$ cat src/rtl/core/lmbd_pkg.sv
`timescale 1ns / 1ps
// Package for the label map boundary distance block: sizes, widths and
// the command/status structs shared by controller and datapath.
package lmbd_pkg;
    localparam int MAX_COLS = 512;
    localparam int MAX_ROWS = 512;
    localparam int COL_W    = $clog2(MAX_COLS);
    localparam int ROW_W    = $clog2(MAX_ROWS);
    localparam int ADDR_W   = COL_W + ROW_W;
    localparam int LABEL_W  = 16;
    localparam int POS_W    = 16;
    localparam int SIZE_W   = 10;
    localparam int RAD_W    = 12;
    localparam int D2_W     = 2 * RAD_W;

    localparam logic [1:0] CFG_COLS = 2'd0;
    localparam logic [1:0] CFG_ROWS = 2'd1;
    localparam logic [1:0] CFG_RAD  = 2'd2;

    typedef struct packed {
        logic load;      // capture query
        logic rd_centre; // issue centre read, set window
        logic scan_rd;   // issue window read, advance scan
        logic scan_cmp;  // compare the read returned last cycle
        logic sqrt_go;   // start root
        logic sqrt_step; // one root step
    } t_cmd;

    typedef struct packed {
        logic outside;   // empty map or point off the map
        logic scan_last; // current read is the last of the window
        logic sqrt_done;
    } t_sts;
endpackage

$ cat src/rtl/core/lmbd_ctrl.sv
`timescale 1ns / 1ps
// Controller for the label map boundary distance block.
// Depends on lmbd_pkg; sequences one query through the datapath.
module lmbd_ctrl import lmbd_pkg::*; (
    input  logic i_clk,
    input  logic i_rst_n,
    input  logic i_query,      // query accepted this edge
    input  logic i_out_free,   // result register free or leaving
    input  t_sts i_sts,
    output t_cmd o_cmd,
    output logic o_busy,
    output logic o_bypass,     // answer with the search radius
    output logic o_result      // load result register this cycle
);
    localparam logic [2:0] S_IDLE = 3'd0;
    localparam logic [2:0] S_CHK  = 3'd1;
    localparam logic [2:0] S_CEN  = 3'd2;
    localparam logic [2:0] S_SCAN = 3'd3;
    localparam logic [2:0] S_LAST = 3'd4;
    localparam logic [2:0] S_ROOT = 3'd5;
    localparam logic [2:0] S_OUT  = 3'd6;

    logic [2:0] r_state, n_state;
    logic       r_bypass, n_bypass;

    always_ff @(posedge i_clk) begin
        if (!i_rst_n) begin
            r_state  <= S_IDLE;
            r_bypass <= 1'b0;
        end else begin
            r_state  <= n_state;
            r_bypass <= n_bypass;
        end
    end

    always_comb begin
        n_state  = r_state;
        n_bypass = r_bypass;
        o_cmd    = '0;
        o_result = 1'b0;
        case (r_state)
            S_IDLE: begin
                if (i_query) begin
                    o_cmd.load = 1'b1;
                    n_state    = S_CHK;
                end
            end
            S_CHK: begin
                if (i_sts.outside) begin
                    n_bypass = 1'b1;
                    n_state  = S_OUT;
                end else begin
                    n_bypass       = 1'b0;
                    o_cmd.rd_centre = 1'b1;
                    n_state        = S_CEN;
                end
            end
            S_CEN: begin
                // centre label arrives; start window reads
                o_cmd.scan_rd = 1'b1;
                n_state       = i_sts.scan_last ? S_LAST : S_SCAN;
            end
            S_SCAN: begin
                o_cmd.scan_rd  = 1'b1;
                o_cmd.scan_cmp = 1'b1;
                if (i_sts.scan_last) n_state = S_LAST;
            end
            S_LAST: begin
                o_cmd.scan_cmp = 1'b1;
                o_cmd.sqrt_go  = 1'b1;
                n_state        = S_ROOT;
            end
            S_ROOT: begin
                if (i_sts.sqrt_done) n_state = S_OUT;
                else o_cmd.sqrt_step = 1'b1;
            end
            S_OUT: begin
                if (i_out_free) begin
                    o_result = 1'b1;
                    n_state  = S_IDLE;
                end
            end
            default: n_state = S_IDLE;
        endcase
    end

    assign o_busy   = (r_state != S_IDLE);
    assign o_bypass = r_bypass;
endmodule

$ cat config.mk
export PLATFORM = sky130hd
export DESIGN_NAME = lmbd_ctrl
export DESIGN_NICKNAME = d
export VERILOG_FILES = /design/src/rtl/core/lmbd_pkg.sv /design/src/rtl/core/lmbd_ctrl.sv
export SDC_FILE = /design/constraint.sdc
export NUM_CORES = 1
export LEC_CHECK = 0
export ABC_AREA = 1
export BUFFER_PORTS_ARGS = -buffer_cell sky130_fd_sc_hd__buf_2
export CORE_AREA = 10 10 47 49
export CTS_CLUSTER_SIZE = 14
export DETAILED_ROUTE_END_ITERATION = 7
export DIE_AREA = 0 0 57 59
export HOLD_SLACK_MARGIN = 0.06
export PLACE_DENSITY = 0.54
export SLEW_MARGIN = 20
export SYNTH_ARGS = -nofsm -noshare
export SYNTH_HDL_FRONTEND = slang
export SYNTH_SLANG_ARGS = --single-unit
$ cat constraint.sdc
create_clock -name i_clk -period 2.2 [get_ports i_clk]
set_input_delay 0.33 -clock i_clk [delete_from_list [all_inputs] [get_ports i_clk]]
set_output_delay 0.33 -clock i_clk [all_outputs]
set_load 0.1 [all_outputs]
==> results.py, run 1 <==
metrics = {
    "worst_setup_path": {
        "crit_family": "flip-flops",
        "rrSetupSlack_ps": 990,
        "r2r-end": "r_state[2]$_SDFFE_PN0P_",
        "setup.worst_path.class": "reg -> out",
        "crit_fanout": 8,
        "end_kind": "output pin",
        "critPathSlowestCell": "dfxtp_1",
        "crit_path_start": "r_state[0]$_SDFFE_PN0P_",
        "required_ps": 1870,
        "path_buf_inv": 2,
        "reg2regPathDepth": 7,
        "arrival_ps": 1540,
        "slowest_delay_ps": 490,
        "crit_chain": "inv_2 > nor2_1 > nand2_1 > nor2_2 > buf_2",
        "crit-reg2reg-launch": "r_state[0]$_SDFFE_PN0P_",
        "startpoint_type": "flip-flop",
        "path_depth": 5,
        "cp-endpoint": "o_cmd[4]",
    },
    "synthesis": {
        "synth_area_leaders": "dfxtp_1 24%, nand2_1 16%, nor2_1 14%, inv_1 8.0%, a21oi_1 7.6%",
        "synth_cells": 59,
        "syn-num-nets": 66,
        "yosys_warnings": 0,
        "synth.largest_area_cell": "dfxtp_1",
        "netlist_area_um2": 328,
        "synth-seq-cells": 4,
        "synth_cell_types": 14,
        "synth_seq_area_share": 0.244,
        "yosysTopAreaCellShare": 0.244,
        "avgSynthCellArea_um2": 5.56,
    },
    "sta": {
        "timing.final.crit_share": 0.848,
        "setup_viol": 0,
        "rsz0062_at_grt": "no",
        "worst_pin_slew_ps": 494,
        "period_minus_slack_ps": 1870,
        "max_slew_margin": 0.673,
        "fmax_mhz": 536,
        "finalMaxSlewViolations": 0,
        "skew_ps": 8.03,
        "hold_viol": 0,
        "tns_ps": 0,
        "setup_slack_ps": 335,
    },
    "finish": {
        "diodes": 0,
        "layout.nets": 85,
        "drive_gt1_frac": 0.434,
        "syn_to_final_growth_pct": 41.2,
        "stdcell_area_um2": 463,
        "postLayoutCoreUtil": 0.330,
    },
    "run": {
        "drv_cap": 0,
    },
    "detailed_routing": {
        "dr.pass1.iters": 4,
        "route.detailed.drc": 0,
        "wl_per_cell_um": 9.53,
        "viasPerCell": 4.28,
        "route.vias.total": 394,
        "drtAntennaViolNets": 0,
        "routed_wl_um": 877,
        "first_iter_violations": 2,
    },
    "placed_design": {
        "dpl.hpwl_um": 788,
        "place_ws_ps": 569,
        "io_buffers": 15,
        "routabilityCongestion": 0.812,
        "place_area_um2": 440,
    },
    "grt": {
        "grt_use_total": 0.0566,
        "grt_max_degree": 9,
        "grt-ovfl-total": 0,
        "antenna_found_initial": 0,
        "grt_pass1_wl_mm": 1.52,
        "grt_pass1_vias": 395,
    },
    "run_status": {
        "status": "complete, no violations",
    },
    "floorplan": {
        "coreArea_um2": 1400,
        "dieArea_um2": 3360,
        "rows": 14,
        "initial_core_util": 0.234,
        "io_pins": 16,
        "die_w_um": 57,
        "fp.dieH_um": 59,
    },
    "clocking": {
        "clock-sinks": 4,
        "post_cts_buffers": 0,
        "postCtsHoldBufs": 0,
        "cts_tree": "yes",
        "clock_latency_ps": 230,
        "numCtsBuffers": 3,
        "path_clk_slew_ps": 40,
        "cts_max_path_buffers": 2,
        "cts_root_buf": "clkbuf_4",
        "htree_levels": 1,
        "cts_resized": 0,
    },
    "worst_hold_path": {
        "hold_path.class": "in -> reg",
    },
}
==> per-layer routing <==
metal | wire length, um | GRT usage
met3 | 78 | 0.0300
met4 | 19 | 0.0503
met5 | 0 | 0
met1 | 404 | 0.0581
met2 | 375 | 0.0822
==> flip-flops by register name (all words and copies together) (netlist names) <==
name,flops
o_bypass,1
r_state,3
==> cells in the mapped netlist, drive strengths merged <==
cell type,number
nand2,15
nor2,14
inv,11
a21oi,5
dfxtp,4
nand3,4
nor3,3
buf,1
o21ai,1
or2,1
==> final cells by class <==
cell class | count | area (um2)
fill | 176 | 938
clock buffer | 3 | 22.5
timing repair buffer | 15 | 75.1
tap | 16 | 20.0
inverter | 11 | 41.3
multi-input combinational | 43 | 224
sequential | 4 | 80.1
==> cell usage in the layout, fill, tap and decap left out, drive strengths merged <==
cell	synthesis	final
a21oi	5	5
buf	1	15
clkbuf	0	3
dfxtp	4	4
inv	11	11
nand2	15	15
nand3	4	4
nor2	14	14
nor3	3	3
o21ai	1	1
or2	1	1
==> worst min-delay path by stage <==
stage | slack, ps | to | cells after the start | start
after floorplan | 450 | r_state[1]$_SDFFE_PN0P_ | 2 | i_rst_n
after global placement | 450 | o_bypass$_SDFFE_PN0N_ | 2 | o_bypass$_SDFFE_PN0N_
after detailed placement | 460 | o_bypass$_SDFFE_PN0N_ | 2 | o_bypass$_SDFFE_PN0N_
after CTS | 330 | r_state[1]$_SDFFE_PN0P_ | 3 | i_rst_n
after global routing | 360 | r_state[1]$_SDFFE_PN0P_ | 3 | i_rst_n
final | 340 | r_state[1]$_SDFFE_PN0P_ | 3 | i_rst_n
==> through the flow <==
step | hold slack, ps | instances
5_1_grt | 364 | 92
3_5_place_dp | 460 | 89
4_1_cts | 334 | 92
3_3_place_gp | 454 | 89
6_report | 341 | 92
2_1_floorplan | 451 | 59
==> worst min-delay path, cell delays in order <==
cell	delay, ps
buf_2	110
nand2_1	60
nor2_1	30
==> logic make-up after synthesis <==
| logic type | count (synthesis) | synth area share |
|---|---|---|
| and+or+nand+nor | 37 | 0.511 |
| buffers and inverters | 12 | 0.141 |
| DFF | 4 | 0.244 |
| AOI/OAI and AO/OA | 6 | 0.103 |
Power of run 1 is not shown: default switching activity piles up to over one toggle a cycle in this logic, so the estimate is an artifact.
==> inputs of run 2 (changes only) <==
- PLACE_DENSITY: 0.54 -> 0.56
- clock period: 2.2 -> 1.5 ns (I/O delays scaled with it)
==> run 2 against run 1 <==
Net effect: sequential cell count is the same; non-clock buffer count grew 2; first-iteration DRC count grew to 5.5 times the previous value; final cell count grew 3.3%; clock-buffer cell count grew 1; via count grew 3.3%; core utilization grew 13 points; critical endpoint is now o_cmd[5]; largest cell class unchanged; critical path depth shrank 1; clock skew shrank 4.6 ps; highest routed layer is now met3; hold slack lost 110 ps; global-route usage shrank 0.17 points; cell area grew 40%.
==> results.py, run 2 (same netlist as run 1, synthesis figures left out) <==
metrics = {
    "worst_setup_path": {
        "required_ps": 1270,
        "setup.worst_path.class": "reg -> out",
        "arrival_ps": 1220,
        "path_buf_inv": 1,
        "crit_family": "simple AND/OR/NAND/NOR gates",
        "end_kind": "output pin",
        "slowest_delay_ps": 370,
        "critPathSlowestCell": "dfxtp_4",
        "startpoint_type": "flip-flop",
        "crit_fanout": 7,
        "crit_chain": "nor2_2 > nand2_2 > nor2_4 > buf_12",
    },
    "grt": {
        "grt_max_degree": 9,
        "grt-ovfl-total": 0,
        "grt_pass1_wl_mm": 1.52,
        "grt_use_total": 0.0549,
        "grt_pass1_vias": 394,
        "antenna_found_initial": 0,
    },
    "finish": {
        "diodes": 0,
        "layout_commonest_cell": "nand2_1",
        "final_cells": 95,
        "largest_reg_flops": 3,
        "layout.nets": 87,
        "regMostFlops": "r_state",
        "layout_common_cells": "13 x nand2_1, 8 x buf_12, 7 x inv_1, 7 x nor2_1, 7 x buf_2",
        "drive_gt1_frac": 0.532,
        "fillCellCount": 148,
        "syn_to_final_growth_pct": 97.7,
    },
    "sta": {
        "setup_viol": 0,
        "worst_pin_slew_ps": 487,
        "period_minus_slack_ps": 1440,
        "skew_ps": 3.42,
        "timing.final.crit_share": 0.961,
        "max_slew_margin": 0.678,
        "rsz0062_at_grt": "no",
        "fmax_mhz": 694,
        "finalMaxSlewViolations": 0,
        "hold_viol": 0,
    },
    "clocking": {
        "cts_tree": "yes",
        "postCtsHoldBufs": 0,
        "clock-sinks": 4,
        "htree_levels": 1,
        "path_clk_slew_ps": 40,
        "cts_max_path_buffers": 2,
        "numCtsBuffers": 3,
        "cts_root_buf": "clkbuf_4",
        "clock_latency_ps": 240,
    },
    "placed_design": {
        "io_buffers": 15,
        "placed_cells": 89,
        "dpl.hpwl_um": 766,
        "routabilityCongestion": 0.798,
    },
    "floorplan": {
        "rows": 14,
        "dieArea_um2": 3360,
        "fp.dieH_um": 59,
        "initial_core_util": 0.234,
        "io_pins": 16,
        "die_w_um": 57,
        "coreArea_um2": 1400,
    },
    "detailed_routing": {
        "routed_wl_um": 906,
        "drtAntennaViolNets": 0,
        "viasPerCell": 4.28,
        "first_iter_violations": 11,
        "dr.pass1.iters": 4,
        "wl_per_cell_um": 9.54,
        "route.vias.total": 407,
        "route.detailed.drc": 0,
    },
    "worst_hold_path": {
        "hold_path.class": "in -> reg",
    },
    "run": {
        "drv_cap": 0,
    },
    "run_status": {
        "status": "complete, no violations",
    },
}
run 2: path summary, 6_finish.rpt:
path,cells past startpoint,slack (ps),to,from
worst max-delay path,4,60,o_cmd[5],r_state[1]$_SDFFE_PN0P_
worst min-delay path,3,230,r_state[1]$_SDFFE_PN0P_,i_rst_n
worst min register to register,2,460,o_bypass$_SDFFE_PN0N_,o_bypass$_SDFFE_PN0N_
worst max register to register,7,350,r_state[2]$_SDFFE_PN0P_,r_state[0]$_SDFFE_PN0P_
run 2: timing repair:
item	4_1_cts	5_1_grt
gates resized for setup	5	1
setup buffers	0	2
pin swaps	0	1
endpoints found under the setup margin	6	2
run 2: layout make-up:
| class | instances | area, um2 | share of cell area |
|---|---|---|---|
| inverters | 11 | 43.8 | 0.0676 |
| multi-input cells | 43 | 256 | 0.396 |
| well taps | 16 | 20.0 | 0.0309 |
| clock buffers | 4 | 26.3 | 0.0405 |
| repair buffers | 17 | 210 | 0.324 |
| flip-flops and latches | 4 | 91.3 | 0.141 |
run 2: tightest hold or removal path, stage by stage:
cell     delay, ps
buf_2          110
nand2_1         60
nor2_1          30
run 2: through the flow:
| step | setup WS [ps] | util | setup TNS [ps] | instance area, um2 | hold WS [ps] |
|---|---|---|---|---|---|
| final | 59.0 | 0.463 | 0 | 648 | 233 |
| after CTS | 21.3 | 0.450 | 0 | 631 | 227 |
| after floorplan | -410 | - | -1770 | 384 | 346 |
| after global routing | 17.2 | 0.463 | 0 | 648 | 244 |
| after detailed placement | 102 | 0.424 | 0 | 594 | 457 |
| after global placement | 127 | 0.424 | 0 | 594 | 458 |
run 2: per-layer routing:
| metal | share of wire | up-vias | GRT usage | routed length, um |
|---|---|---|---|---|
| li1 | - | 222 | - | - |
| met1 | 0.43 | 177 | 0.0571 | 386 |
| met2 | 0.49 | 8 | 0.0853 | 440 |
| met3 | 0.088 | 0 | 0.0258 | 80 |
| met4 | 0 | 0 | 0.0403 | 0 |
| met5 | 0 | - | 0 | 0 |
Power of run 2 is left out for the same reason.
